`config.mk`:
```
export PLATFORM = sky130hd
export DESIGN_NAME = key_press_fade_tracker_top_flat
export DESIGN_NICKNAME = d
export VERILOG_FILES = /design/src/rtl/core/kpft_pkg.sv /design/src/rtl/core/kpft_if.sv /design/src/rtl/core/kpft_div.sv /design/src/rtl/core/key_press_fade_tracker_top.sv /design/src/flat_wrapper.sv
export VERILOG_INCLUDE_DIRS = /design/src /design/src/rtl/core
export SDC_FILE = /design/constraint.sdc
export NUM_CORES = 1
export LEC_CHECK = 0
export BUFFER_PORTS_ARGS = -buffer_cell sky130_fd_sc_hd__buf_2
export CELL_PAD_IN_SITES_DETAIL_PLACEMENT = 0
export CELL_PAD_IN_SITES_GLOBAL_PLACEMENT = 2
export CORE_ASPECT_RATIO = 2
export CORE_MARGIN = 2
export CORE_UTILIZATION = 30
export CTS_BUF_LIST = sky130_fd_sc_hd__clkbuf_2 sky130_fd_sc_hd__clkbuf_4 sky130_fd_sc_hd__clkbuf_8
export DETAILED_ROUTE_END_ITERATION = 10
export PLACE_DENSITY_LB_ADDON = 0.1
export SLEW_MARGIN = 0
export SYNTH_ARGS = -nofsm -noshare
export SYNTH_HDL_FRONTEND = slang
export SYNTH_SLANG_ARGS = --single-unit
export TNS_END_PERCENT = 5
```
`constraint.sdc`:
```
create_clock -name clk_i -period 6.95 [get_ports clk_i]
set_input_delay 0.695 -clock clk_i [delete_from_list [all_inputs] [get_ports clk_i]]
set_output_delay 0.695 -clock clk_i [all_outputs]
set_load 0.05 [all_outputs]
```
`src/rtl/core/key_press_fade_tracker_top_defines.svh`:
```
// Assertion macros for the key press fade tracker.
// Used by the top level; no other dependencies.
`ifndef KEY_PRESS_FADE_TRACKER_TOP_DEFINES_SVH
`define KEY_PRESS_FADE_TRACKER_TOP_DEFINES_SVH

`ifndef SYNTHESIS
// Check a property on the core clock, masked during reset
`define KPFT_ASSERT(lbl, prop, msg) \
  lbl: assert property (@(posedge clk_i) disable iff (!rst_ni) prop) else $error(msg);
// Check a property on the core clock, also during reset
`define KPFT_ASSERT_ALWAYS(lbl, prop, msg) \
  lbl: assert property (@(posedge clk_i) prop) else $error(msg);
`else
`define KPFT_ASSERT(lbl, prop, msg)
`define KPFT_ASSERT_ALWAYS(lbl, prop, msg)
`endif

`endif

```
`src/rtl/core/kpft_pkg.sv`:
```
// Shared constants, types and codes of the key press fade tracker.
// No dependencies.
package kpft_pkg;

  localparam int unsigned MaxActive = 32;
  localparam int unsigned IdxW      = $clog2(MaxActive);
  localparam int unsigned CntW      = $clog2(MaxActive + 1);
  localparam int unsigned KeyW      = 7;
  localparam int unsigned AgeW      = 16;
  localparam int unsigned AlphaW    = 8;
  localparam int unsigned ProdW     = AgeW + AlphaW;
  localparam int unsigned DivCntW   = $clog2(AlphaW + 1);
  localparam int unsigned CfgIdxW   = 1;
  localparam int unsigned CfgDataW  = 16;

  localparam logic [AgeW-1:0]   DefaultDuration = 16'd3000;
  localparam logic [AlphaW-1:0] DefaultPeak     = 8'd255;

  typedef enum logic [CfgIdxW-1:0] {
    CFG_DURATION = 1'b0,
    CFG_PEAK     = 1'b1
  } cfg_idx_e;

  typedef enum logic {
    FUNC_PRESS = 1'b0,
    FUNC_TICK  = 1'b1
  } func_e;

  typedef enum logic [2:0] {
    ST_IDLE,
    ST_READ,
    ST_CHECK,
    ST_MULT,
    ST_DIV,
    ST_EMIT
  } state_e;

  typedef struct packed {
    logic [KeyW-1:0] key;
    logic [AgeW-1:0] age;
  } entry_t;

endpackage

```
`src/rtl/core/kpft_if.sv`:
```
// Request and result channels of the key press fade tracker.
// Depends on kpft_pkg.
interface kpft_req_if;
  logic                        valid;
  logic                        ready;
  logic                        func;
  logic [kpft_pkg::KeyW-1:0]   key_index;
  logic [kpft_pkg::AgeW-1:0]   elapsed_ms;

  modport source (output valid, func, key_index, elapsed_ms, input ready);
  modport sink   (input valid, func, key_index, elapsed_ms, output ready);
endinterface

interface kpft_rsp_if;
  logic                        valid;
  logic                        ready;
  logic [kpft_pkg::KeyW-1:0]   out_key;
  logic [kpft_pkg::AlphaW-1:0] fade_alpha;
  logic                        last;

  modport source (output valid, out_key, fade_alpha, last, input ready);
  modport sink   (input valid, out_key, fade_alpha, last, output ready);
endinterface

```
`src/rtl/core/kpft_div.sv`:
```
// Restoring divider, one quotient bit per cycle, for the fade alpha.
// Depends on kpft_pkg. Dividend must stay below divisor * 2**AlphaW.
module kpft_div (
  input  logic                        clk_i,
  input  logic                        rst_ni,
  input  logic                        start_i,
  input  logic [kpft_pkg::ProdW-1:0]  dividend_i,
  input  logic [kpft_pkg::AgeW-1:0]   divisor_i,
  output logic                        done_o,
  output logic [kpft_pkg::AlphaW-1:0] quot_o
);
  import kpft_pkg::*;

  logic [AgeW-1:0]    rem_q, rem_d;
  logic [AlphaW-1:0]  dvd_q, dvd_d;
  logic [AgeW-1:0]    dsr_q;
  logic [DivCntW-1:0] cnt_q;
  logic               done_q;
  logic [AgeW:0]      trial;
  logic               ge;

  // Shift in the next dividend bit and try a subtraction
  always_comb begin
    trial = {rem_q, dvd_q[AlphaW-1]};
    ge    = trial >= {1'b0, dsr_q};
    rem_d = ge ? AgeW'(trial - {1'b0, dsr_q}) : trial[AgeW-1:0];
    dvd_d = {dvd_q[AlphaW-2:0], ge};
  end

  // Step counter and done pulse
  always_ff @(posedge clk_i or negedge rst_ni) begin
    if (!rst_ni) begin
      cnt_q  <= '0;
      done_q <= 1'b0;
    end else if (start_i) begin
      cnt_q  <= DivCntW'(AlphaW);
      done_q <= 1'b0;
    end else if (cnt_q != '0) begin
      cnt_q  <= cnt_q - DivCntW'(1);
      done_q <= (cnt_q == DivCntW'(1));
    end else begin
      done_q <= 1'b0;
    end
  end

  // Operand and partial remainder registers
  always_ff @(posedge clk_i) begin
    if (start_i) begin
      rem_q <= dividend_i[ProdW-1:AlphaW];
      dvd_q <= dividend_i[AlphaW-1:0];
      dsr_q <= divisor_i;
    end else if (cnt_q != '0) begin
      rem_q <= rem_d;
      dvd_q <= dvd_d;
    end
  end

  assign done_o = done_q;
  assign quot_o = dvd_q;

endmodule

```
`src/rtl/core/key_press_fade_tracker_top.sv`:
```
// Key press fade tracker: list of recently pressed keys with fading alpha.
// Press: after the accept, entries are scanned (READ, CHECK) until the key is found
// and its fade restarted, or the list ends and the key is appended if there is room.
// Tick: entries pass READ, CHECK, MULT, the 8-step shared divider and a stallable EMIT.
// Reset empties the list and loads the default duration and peak alpha;
// the entry memory itself is not cleared. Depends on kpft_pkg, kpft_if, kpft_div.
`include "key_press_fade_tracker_top_defines.svh"

module key_press_fade_tracker_top (
  input  logic                          clk_i,
  input  logic                          rst_ni,
  kpft_req_if.sink                      req_i,
  kpft_rsp_if.source                    rsp_o,
  input  logic                          cfg_we_i,
  input  logic [kpft_pkg::CfgIdxW-1:0]  cfg_idx_i,
  input  logic [kpft_pkg::CfgDataW-1:0] cfg_wdata_i
);
  import kpft_pkg::*;

  // Configuration registers
  logic [AgeW-1:0]   dur_cfg_q;
  logic [AlphaW-1:0] peak_q;
  logic [AgeW-1:0]   dur;

  always_ff @(posedge clk_i or negedge rst_ni) begin
    if (!rst_ni) begin
      dur_cfg_q <= DefaultDuration;
      peak_q    <= DefaultPeak;
    end else if (cfg_we_i) begin
      case (cfg_idx_e'(cfg_idx_i))
        CFG_DURATION: dur_cfg_q <= cfg_wdata_i[AgeW-1:0];
        CFG_PEAK:     peak_q    <= cfg_wdata_i[AlphaW-1:0];
        default:      ;
      endcase
    end
  end

  // Zero duration falls back to the default
  assign dur = (dur_cfg_q == '0) ? DefaultDuration : dur_cfg_q;

  // Control and request registers
  state_e            state_q, state_d;
  logic [CntW-1:0]   idx_q, idx_d;
  logic [CntW-1:0]   kept_q, kept_d;
  logic [CntW-1:0]   count_q, count_d;
  logic              func_q;
  logic [KeyW-1:0]   key_q;
  logic [AgeW-1:0]   ms_q;
  logic [AgeW-1:0]   diff_q, diff_d;
  logic [KeyW-1:0]   okey_q, okey_d;

  // Entry memory
  entry_t            mem [MaxActive];
  entry_t            rd_q;
  logic              mem_we;
  logic [IdxW-1:0]   mem_waddr;
  entry_t            mem_wdata;

  // Divider and output register
  logic              div_start;
  logic              div_done;
  logic [AlphaW-1:0] div_quot;
  logic [ProdW-1:0]  prod;
  logic              out_load;
  logic              out_valid_q;
  logic [KeyW-1:0]   out_key_q;
  logic [AlphaW-1:0] out_alpha_q;
  logic              out_last_q;

  logic              req_accept;
  logic              rsp_free;
  logic              scan_done;
  logic              is_last;
  logic [AgeW:0]     age_sum;
  logic [AgeW-1:0]   age_new;

  assign req_i.ready = (state_q == ST_IDLE);
  assign req_accept  = req_i.valid && req_i.ready;
  assign rsp_free    = !out_valid_q || rsp_o.ready;
  assign scan_done   = (idx_q == count_q);
  assign is_last     = ((idx_q + CntW'(1)) == count_q);

  // Advance age by the elapsed time, saturating at the duration
  assign age_sum = {1'b0, rd_q.age} + {1'b0, ms_q};
  assign age_new = (age_sum >= {1'b0, dur}) ? dur : age_sum[AgeW-1:0];

  // Sequencer: next state and memory, divider and output controls
  always_comb begin
    state_d   = state_q;
    idx_d     = idx_q;
    kept_d    = kept_q;
    count_d   = count_q;
    diff_d    = diff_q;
    okey_d    = okey_q;
    mem_we    = 1'b0;
    mem_waddr = idx_q[IdxW-1:0];
    mem_wdata = '{key: key_q, age: '0};
    div_start = 1'b0;
    out_load  = 1'b0;
    case (state_q)
      ST_IDLE: begin
        if (req_accept) begin
          idx_d   = '0;
          kept_d  = '0;
          state_d = ST_READ;
        end
      end
      ST_READ: begin
        if (scan_done) begin
          if (func_q == FUNC_PRESS) begin
            // Append a new key when there is room, else drop the press
            if (count_q < CntW'(MaxActive)) begin
              mem_we    = 1'b1;
              mem_waddr = count_q[IdxW-1:0];
              count_d   = count_q + CntW'(1);
            end
          end else begin
            count_d = kept_q;
          end
          state_d = ST_IDLE;
        end else begin
          state_d = ST_CHECK;
        end
      end
      ST_CHECK: begin
        if (func_q == FUNC_PRESS) begin
          if (rd_q.key == key_q) begin
            // Known key: restart its fade in place
            mem_we  = 1'b1;
            state_d = ST_IDLE;
          end else begin
            idx_d   = idx_q + CntW'(1);
            state_d = ST_READ;
          end
        end else begin
          okey_d = rd_q.key;
          diff_d = dur - age_new;
          // Compact surviving entries toward the head of the list
          if (age_new != dur) begin
            mem_we    = 1'b1;
            mem_waddr = kept_q[IdxW-1:0];
            mem_wdata = '{key: rd_q.key, age: age_new};
            kept_d    = kept_q + CntW'(1);
          end
          state_d = ST_MULT;
        end
      end
      ST_MULT: begin
        div_start = 1'b1;
        state_d   = ST_DIV;
      end
      ST_DIV: begin
        if (div_done) begin
          state_d = ST_EMIT;
        end
      end
      ST_EMIT: begin
        if (rsp_free) begin
          out_load = 1'b1;
          idx_d    = idx_q + CntW'(1);
          if (is_last) begin
            count_d = kept_q;
            state_d = ST_IDLE;
          end else begin
            state_d = ST_READ;
          end
        end
      end
      default: state_d = ST_IDLE;
    endcase
  end

  // Control state
  always_ff @(posedge clk_i or negedge rst_ni) begin
    if (!rst_ni) begin
      state_q <= ST_IDLE;
      idx_q   <= '0;
      kept_q  <= '0;
      count_q <= '0;
    end else begin
      state_q <= state_d;
      idx_q   <= idx_d;
      kept_q  <= kept_d;
      count_q <= count_d;
    end
  end

  // Request and per-entry payload
  always_ff @(posedge clk_i) begin
    if (req_accept) begin
      func_q <= req_i.func;
      key_q  <= req_i.key_index;
      ms_q   <= req_i.elapsed_ms;
    end
    diff_q <= diff_d;
    okey_q <= okey_d;
  end

  // Entry memory: one write port, registered read at the scan index
  always_ff @(posedge clk_i) begin
    if (mem_we) begin
      mem[mem_waddr] <= mem_wdata;
    end
    rd_q <= mem[idx_q[IdxW-1:0]];
  end

  // Scale remaining time by peak alpha; the divider registers the product
  assign prod = ProdW'(peak_q) * ProdW'(diff_q);

  kpft_div u_div (
    .clk_i      (clk_i),
    .rst_ni     (rst_ni),
    .start_i    (div_start),
    .dividend_i (prod),
    .divisor_i  (dur),
    .done_o     (div_done),
    .quot_o     (div_quot)
  );

  // Output register: hold a result until the sink takes it
  always_ff @(posedge clk_i or negedge rst_ni) begin
    if (!rst_ni) begin
      out_valid_q <= 1'b0;
    end else if (out_load) begin
      out_valid_q <= 1'b1;
    end else if (rsp_o.ready) begin
      out_valid_q <= 1'b0;
    end
  end

  always_ff @(posedge clk_i) begin
    if (out_load) begin
      out_key_q   <= okey_q;
      out_alpha_q <= div_quot;
      out_last_q  <= is_last;
    end
  end

  assign rsp_o.valid      = out_valid_q;
  assign rsp_o.out_key    = out_key_q;
  assign rsp_o.fade_alpha = out_alpha_q;
  assign rsp_o.last       = out_last_q;

  // Checks
  `KPFT_ASSERT(a_quot_le_peak, div_done |-> (div_quot <= peak_q),
               "alpha quotient exceeds peak alpha")
  `KPFT_ASSERT(a_kept_trails_scan, (state_q == ST_READ && func_q == FUNC_TICK) |->
               (kept_q <= idx_q), "compaction index ran ahead of scan index")
  `KPFT_ASSERT(a_count_after_last, (out_load && is_last) |=> (count_q == $past(kept_q)),
               "list length not updated after final result")
  `KPFT_ASSERT_ALWAYS(a_count_bound, (!rst_ni) || (count_q <= CntW'(MaxActive)),
                      "list length exceeds capacity")

endmodule
```
`src/flat_wrapper.sv`:
```
// flat-port wrapper written by rule: the top's interface ports become plain ports
module key_press_fade_tracker_top_flat import kpft_pkg::*;
  (clk_i, rst_ni, cfg_we_i, cfg_idx_i, cfg_wdata_i, req_i_valid, req_i_func, req_i_key_index, req_i_elapsed_ms, req_i_ready, rsp_o_valid, rsp_o_out_key, rsp_o_fade_alpha, rsp_o_last, rsp_o_ready);
  kpft_req_if req_i_i ();
  kpft_rsp_if rsp_o_i ();
  input  logic clk_i;
  input  logic rst_ni;
  input  logic cfg_we_i;
  input  logic [kpft_pkg::CfgIdxW-1:0] cfg_idx_i;
  input  logic [kpft_pkg::CfgDataW-1:0] cfg_wdata_i;
  input wire logic [$bits(req_i_i.valid)-1:0] req_i_valid;
  input wire logic [$bits(req_i_i.func)-1:0] req_i_func;
  input wire logic [$bits(req_i_i.key_index)-1:0] req_i_key_index;
  input wire logic [$bits(req_i_i.elapsed_ms)-1:0] req_i_elapsed_ms;
  output wire logic [$bits(req_i_i.ready)-1:0] req_i_ready;
  output wire logic [$bits(rsp_o_i.valid)-1:0] rsp_o_valid;
  output wire logic [$bits(rsp_o_i.out_key)-1:0] rsp_o_out_key;
  output wire logic [$bits(rsp_o_i.fade_alpha)-1:0] rsp_o_fade_alpha;
  output wire logic [$bits(rsp_o_i.last)-1:0] rsp_o_last;
  input wire logic [$bits(rsp_o_i.ready)-1:0] rsp_o_ready;
  assign req_i_i.valid = req_i_valid;
  assign req_i_i.func = req_i_func;
  assign req_i_i.key_index = req_i_key_index;
  assign req_i_i.elapsed_ms = req_i_elapsed_ms;
  assign req_i_ready = req_i_i.ready;
  assign rsp_o_valid = rsp_o_i.valid;
  assign rsp_o_out_key = rsp_o_i.out_key;
  assign rsp_o_fade_alpha = rsp_o_i.fade_alpha;
  assign rsp_o_last = rsp_o_i.last;
  assign rsp_o_i.ready = rsp_o_ready;
  key_press_fade_tracker_top u_core (.clk_i(clk_i), .rst_ni(rst_ni), .req_i(req_i_i), .rsp_o(rsp_o_i), .cfg_we_i(cfg_we_i), .cfg_idx_i(cfg_idx_i), .cfg_wdata_i(cfg_wdata_i));
endmodule
```
==> metrics.md, run 1 <==
| Metric | Value |
|---|---|
| Routed Antenna Nets | `0` |
| Max incr delay on CP | `490 ps` |
| First-pass GRT wire length | `197.9 mm` |
| Slew margin rel. | `17.87%` |
| Yosys top cell area share | `60.48%` |
| Initial Util | `30.16%` |
| Most instantiated library cell after synthesis | `edfxtp_1` |
| Most used cell, CP | `buf_4` |
| Startpoint class of the critical path | `flop` |
| Die Wd | `267.5 um` |
| Slew of the pin with the lowest slew margin | `1223 ps` |
| Warnings from Yosys | `0` |
| Status | `finished, final reports clean` |
| Ys flop type | `edfxtp_1` |
| Final Slew Violations | `0` |
| Crit path capture type | `flop` |
| Max H-tree Level | `4` |
| Largest net degree at the start of global routing | `62` |
| Final net count | `3111` |
| Average routed wire per standard cell | `29.45 um` |
| DR pass1 iterations | `5` |
| Setup CP Type | `flop to flop` |
| Worst-path clk slew | `70 ps` |
| Overflow after GRT | `0` |
| Mapped Area | `0.04166 mm^2` |
| Num ports | `64` |
| Most frequent cells after synthesis | `839 x edfxtp_1, 230 x mux4_2, 169 x nand2_1` |
| Placed cell area | `0.04645 mm^2` |
| Biggest area consumer among synthesized cells | `edfxtp_1` |
| Pre-CTS setup slack | `-787.5 ps` |
| CP max-delay cell | `or3_4` |
| Clock Skew | `63.83 ps` |
| Die Y | `531.0 um` |
| Synth Register Bits | `913` |
| CTS Buffer Depth | `4` |
| Max FO, Critical Path | `17` |
| Synthesized Nets | `2740` |
| Gr usage total | `20.15%` |
| Setup TNS | `0 ps` |
| TritonCTS Buffers | `148` |
| Core Area | `0.1381 mm^2` |
| DR iter-0 viols | `1417` |
| P&R area growth vs syn | `20.93%` |
| Initial antenna violation count | `6` |
| Clock period minus worst slack | `6728 ps` |
| Number of enable flip-flop cells after synthesis | `839` |
| Worst skew pair latency | `860 ps` |
| Vias/cell | `4.872` |
| Yosys cell types | `75` |
| Sequential cell area fraction in the yosys report | `64.69%` |
| Total clock sinks | `913` |
| Routed via count | `23530` |
| Syn Area/Cell | `16.70 um^2` |
| Mapped Cells | `2494` |
| Share of cells above drive strength 1 | `31.54%` |
| Root buffer cell | `clkbuf_8` |
| Reg2Reg Setup Slack | `220 ps` |
| Final Cell Area | `0.05038 mm^2` |
| Clock tree from TritonCTS | `done` |
| Die area | `0.1420 mm^2` |
| Residual DRC | `0` |
| HP Class | `primary input to flop` |
| GPL Wtd Cong | `0.8666` |
| Vias in the first global route | `25850` |
| Critical Path RT | `7490 ps` |
| Post-detail-place hpwl | `99.98 mm` |
| Critical path arrival | `7260 ps` |
| Total routed wirelength | `142.2 mm` |
| Max Cap Viol | `0` |
| Final Cycle Share | `96.80%` |
| Area contributors post-synth | `edfxtp_1 60%, mux4_2 12%, fa_1 4.2%` |
| Async set or reset register ratio after synthesis | `5.586%` |
| Final worst slack | `222.1 ps` |
| Setup-failing EPs final | `0` |
| Port Buf Inserts | `63` |
| Rows | `193` |
| Final hold viol count | `0` |
| Fmax achieved | `148.6 MHz` |
-- timing repair --
item | 4_1_cts | 5_1_grt
resized for setup | 32 | 28
hold buffers | 10 | 0
cloned | 13 | 4
setup endpoints to repair | 1473 | 733
pin swaps | 21 | 21
setup buffers | 14 | 11
hold endpoints to repair | 29 | 0
-- sequential cells by signal, summed over array words and instances, names as in the netlist, 3 cells and up --
signal and flops:
u_core.mem 736, u_core.diff_q 16, u_core.okey_q 7, u_core.u_div.quot_o 8, u_core.peak_q 8, u_core.kept_q 6
u_core.idx_q 6, u_core.rsp_o.fade_alpha 8, u_core.rsp_o.out_key 7, u_core.dur_cfg_q 16, u_core.rd_q 23, u_core.u_div.dsr_q 16
u_core.key_q 7, u_core.count_q 6, u_core.u_div.rem_q 16, u_core.u_div.cnt_q 4, u_core.ms_q 16, u_core.state_q 3
-- area by class of cell --
cell class,count,area (um^2)
multi-input cells,1348,14360
repair buffers,320,3201
clock inverters,52,543.0
diodes,9,22.52
fillers,13150,87750
clock buffers,201,2460
well taps,1852,2317
flip-flops and latches,913,26970
inverters,134,503.0
-- per-layer routing --
| metal | routed length (um) | vias up | track usage (%) |
|---|---|---|---|
| li1 | - | 10390 | - |
| met1 | 43780 | 12460 | 18.11 |
| met4 | 7792 | 0 | 9.624 |
| met3 | 3489 | 233 | 2.095 |
| met2 | 87160 | 443 | 42.92 |
| met5 | 0 | - | 0 |
-- final timing paths --
check	start	endpoint	cells past startpoint
min in group asynchronous	rst_ni	u_core.u_div.done_o$_DFF_PN0_	3
max in group asynchronous	rst_ni	u_core.idx_q[4]$_DFFE_PN0P_	3
worst min register to register	u_core.okey_q[0]$_DFFE_PP_	u_core.rsp_o.out_key[0]$_DFFE_PP_	0
worst max-delay path	u_core.ms_q[0]$_DFFE_PP_	u_core.mem[16][22]$_DFFE_PP_	31
worst min-delay path	req_i_elapsed_ms[15]	u_core.ms_q[15]$_DFFE_PP_	1
worst max register to register	u_core.ms_q[0]$_DFFE_PP_	u_core.mem[16][22]$_DFFE_PP_	31
-- placed cells by master (no fill, tap or decap), types with 13 or more instances in the layout --
cell / synthesis / routed
a211oi_1: 16 / 13
a21o_1: 20 / 20
a21oi_1: 72 / 64
and2_1: 59 / 58
buf_12: 0 / 67
buf_2: 3 / 63
buf_4: 0 / 172
clkbuf_4: 0 / 49
clkbuf_8: 0 / 152
clkinv_1: 1 / 18
clkinv_2: 0 / 14
dfrtp_1: 36 / 31
dfstp_2: 15 / 15
dfxtp_1: 23 / 23
edfxtp_1: 839 / 839
fa_1: 87 / 86
ha_1: 113 / 110
inv_1: 133 / 133
mux2_2: 43 / 42
mux2i_1: 21 / 17
mux4_2: 230 / 230
nand2_1: 169 / 169
nand3_1: 30 / 29
nand4_1: 15 / 15
nor2_1: 140 / 102
nor2_4: 0 / 45
nor2b_1: 15 / 13
nor3_1: 25 / 25
o21a_1: 14 / 14
o21ai_0: 62 / 60
o21ai_1: 12 / 13
or3_1: 14 / 13
xnor2_1: 38 / 36
xor2_1: 21 / 21
-- per-stage QoR --
step | hold slack (ps) | utilization, % | cells
4_1_cts | 8.041 | 36.18 | 4805
3_3_place_gp | 407.6 | 33.63 | 4515
2_1_floorplan | 399.4 | - | 2494
5_1_grt | 42.34 | 36.47 | 4827
6_report | 70.59 | 36.47 | 4829
3_5_place_dp | 414.3 | 33.63 | 4515
-- kinds of logic after synthesis --
group / synth area share (%)
buffers and inverters: 2.271
XOR/XNOR: 1.294
flip-flops: 64.69
AND/OR/NAND/NOR: 5.848
multiplexers: 14.13
adder cells (fa/ha/maj): 7.575
AO/OA/AOI/OAI: 4.187
-- worst max-delay path, delay by kind of cell, from the launching register on --
family,cells,cell delay [ps]
AOI/OAI and AO/OA,10,1830
xor gates and xnor gates,1,70
adders and majority gates,4,1170
buffers and inverters,6,950
DFF,1,370
and+or+nand+nor,10,2000
Power of run 1 is not shown: default switching activity piles up to over one toggle a cycle in this logic, so the estimate is an artifact.
==> run 2: changes to the inputs <==
CAP_MARGIN = 15   (was unset)
SETUP_SLACK_MARGIN = 0.4   (was unset)
==> run 2 against run 1 <==
Against the previous run: worst setup slack worse by 12 ps; cell count decreased by 0.93%; die area did not move; critical path type unchanged; fmax decreased by 0.18%; first-iteration DRC count shrank 3.7%; highest routed layer unchanged; largest cell class unchanged; non-clock buffer count down 15; via count is 1.7% lower; sequential share of layout area barely moved.
==> metrics.md, run 2 (synthesized netlist as in run 1, its figures left out) <==
| Metric | Value |
|---|---|
| Status | `finished, final reports clean` |
| Reg-to-Reg Start | `u_core.ms_q[0]$_DFFE_PP_` |
| Num ports | `64 (unchanged)` |
| Post-detail-place hpwl | `95.37 mm (-4.6%)` |
| Average routed wire per standard cell | `28.15 um (-4.4%)` |
| Setup CP Type | `flop to flop` |
| Slew margin rel. | `31.82% (+14 points)` |
| Routed via count | `23130 (-1.7%)` |
| Setup TNS | `0 ps (unchanged)` |
| Fmax achieved | `148.4 MHz (-0.18%)` |
| Reg2Reg Setup Slack | `210 ps (about the same)` |
| Max H-tree Level | `4 (unchanged)` |
| Most used cell, CP | `buf_12` |
| Worst-path clk slew | `70 ps (about the same)` |
| Dpl cells | `4474 (-0.91%)` |
| Vias in the first global route | `25750 (-0.39%)` |
| Commonest non-fill, non-tap cell in the layout | `edfxtp_1` |
| Setup-failing EPs final | `0 (unchanged)` |
| Most frequent cells in the layout | `839 x edfxtp_1, 230 x mux4_2, 169 x nand2_1` |
| CTS Buffer Depth | `4 (unchanged)` |
| Max FFs per register | `736 (unchanged)` |
| Gr usage total | `19.23% (-0.93 points)` |
| Clock tree from TritonCTS | `done` |
| TritonCTS Buffers | `143 (-3.4%)` |
| P&R area growth vs syn | `20.87% (about the same)` |
| Hold_sp | `req_i_elapsed_ms[13]` |
| Total routed wirelength | `134.7 mm (-5.3%)` |
| Overflow after GRT | `0 (unchanged)` |
| Slew of the pin with the lowest slew margin | `1015 ps (-207.2 ps)` |
| Max FO, Critical Path | `8 (-9)` |
| Critical path arrival | `7270 ps (about the same)` |
| Initial Util | `30.16% (unchanged)` |
| Die Wd | `267.5 um (unchanged)` |
| Fin cells | `4784 (-0.93%)` |
| Rows | `193 (unchanged)` |
| Largest Register | `u_core.mem` |
| Final Cycle Share | `96.98% (+0.17 points)` |
| Filler cells | `13100 (-0.40%)` |
| DR pass1 iterations | `5 (unchanged)` |
| Final Slew Violations | `0 (unchanged)` |
| RSZ-0062 raised after global routing | `true` |
| First-pass GRT wire length | `190.4 mm (-3.8%)` |
| Residual DRC | `0 (unchanged)` |
| DR iter-0 viols | `1364 (-3.7%)` |
| Clock Skew | `42.80 ps (-21.03 ps)` |
| Critical Path RT | `7480 ps (about the same)` |
| Core Area | `0.1381 mm^2 (unchanged)` |
| Root buffer cell | `clkbuf_8` |
| Vias/cell | `4.834 (-0.76%)` |
| Share of cells above drive strength 1 | `30.81% (-0.73 points)` |
| CP max-delay cell | `edfxtp_1` |
| Final net count | `3078 (-1.1%)` |
| Initial antenna violation count | `6 (unchanged)` |
| Max Cap Viol | `0 (unchanged)` |
| WHS Endpoint | `u_core.ms_q[13]$_DFFE_PP_` |
| Reg2reg end | `u_core.mem[21][5]$_DFFE_PP_` |
| Max incr delay on CP | `430 ps (-60 ps)` |
| Startpoint class of the critical path | `flop` |
| Worst Hold Depth | `1 (unchanged)` |
| HP Class | `primary input to flop` |
| Worst skew pair latency | `840 ps (-20 ps)` |
| Worst R2R Path Depth | `30 (-3.2%)` |
| Crit path capture type | `flop` |
| Largest net degree at the start of global routing | `92 (+48%)` |
| Clock period minus worst slack | `6740 ps (+12.06 ps)` |
| Total clock sinks | `913 (unchanged)` |
| Port Buf Inserts | `63 (unchanged)` |
| Largest registers | `u_core.mem (736), u_core.rd_q (23)` |
| Routed Antenna Nets | `0 (unchanged)` |
| Die Y | `531.0 um (unchanged)` |
| Die area | `0.1420 mm^2 (unchanged)` |
| Final hold viol count | `0 (unchanged)` |
| GPL Wtd Cong | `0.8573 (-1.1%)` |
==> run 2: cell count changes in the layout (fill, tap and decap cells not counted), sizes merged <==
cell and change:
buf -13, clkbuf -26, nor2 -13, dlygate4sd3 -1
clkinvlp -5, bufinv -2, diode -5, clkinv +20
==> run 2: repair_timing <==
| action | 4_1_cts | 5_1_grt |
|---|---|---|
| gates resized for setup | 40 | 50 |
| buffers inserted | 29 | 17 |
| gates cloned | 5 | 4 |
| hold buffers | 9 | 0 |
| endpoints found under the hold margin | 22 | 0 |
| pin swaps | 17 | 34 |
| endpoints found under the setup margin | 1448 | 1452 |
==> run 2: cell type report <==
| type | instances | area, um^2 | area share (%) |
|---|---|---|---|
| Antenna cell | 4 | 10.01 | 0.01988 |
| Clock buffer | 176 | 2235 | 4.438 |
| Clock inverter | 65 | 523.0 | 1.039 |
| Inverter | 134 | 503.0 | 0.9989 |
| Multi-Input combinational cell | 1335 | 14340 | 28.48 |
| Sequential cell | 913 | 26970 | 53.55 |
| Tap cell | 1852 | 2317 | 4.602 |
| Timing Repair Buffer | 305 | 3462 | 6.875 |
==> run 2: worst max-delay path: cells and delay by family, from the launching register on <==
kind	cells	cell delay, ps
muxes	1	350
and+or+nand+nor	9	1880
adders and majority gates	4	1210
AOI/OAI and AO/OA	10	1740
buffers and inverters	5	650
xor gates and xnor gates	1	170
DFF	1	430
==> run 2: worst max-delay path by stage <==
stage	from	end	cells after the start
floorplan	u_core.ms_q[0]$_DFFE_PP_	u_core.mem[23][0]$_DFFE_PP_	27
global placement	u_core.ms_q[0]$_DFFE_PP_	u_core.mem[17][8]$_DFFE_PP_	26
detailed placement	u_core.ms_q[0]$_DFFE_PP_	u_core.mem[17][10]$_DFFE_PP_	26
CTS	u_core.ms_q[0]$_DFFE_PP_	u_core.mem[21][5]$_DFFE_PP_	29
global route	u_core.ms_q[0]$_DFFE_PP_	u_core.mem[21][10]$_DFFE_PP_	30
finish	u_core.ms_q[0]$_DFFE_PP_	u_core.mem[21][5]$_DFFE_PP_	30
==> run 2: per-layer routing <==
metal | vias to the layer above | wire length, um | global-route usage (%)
met5 | - | 0 | 0
met4 | 0 | 7932 | 10.31
met3 | 212 | 3439 | 2.044
met2 | 436 | 80510 | 39.66
met1 | 12190 | 42800 | 17.91
li1 | 10290 | - | -
==> run 2: through the flow <==
step	utilization, %	instance area, um^2	hold WS, ps	worst slack [ps]
floorplan	-	41970	399.4	432.3
global placement	33.63	46460	410.2	-123.5
detailed placement	33.63	46460	412.9	-150.5
CTS	36.12	49900	0.8149	157.2
global route	36.46	50350	31.51	-29.12
finish	36.46	50350	77.67	210.1
Power of run 2 is left out for the same reason.
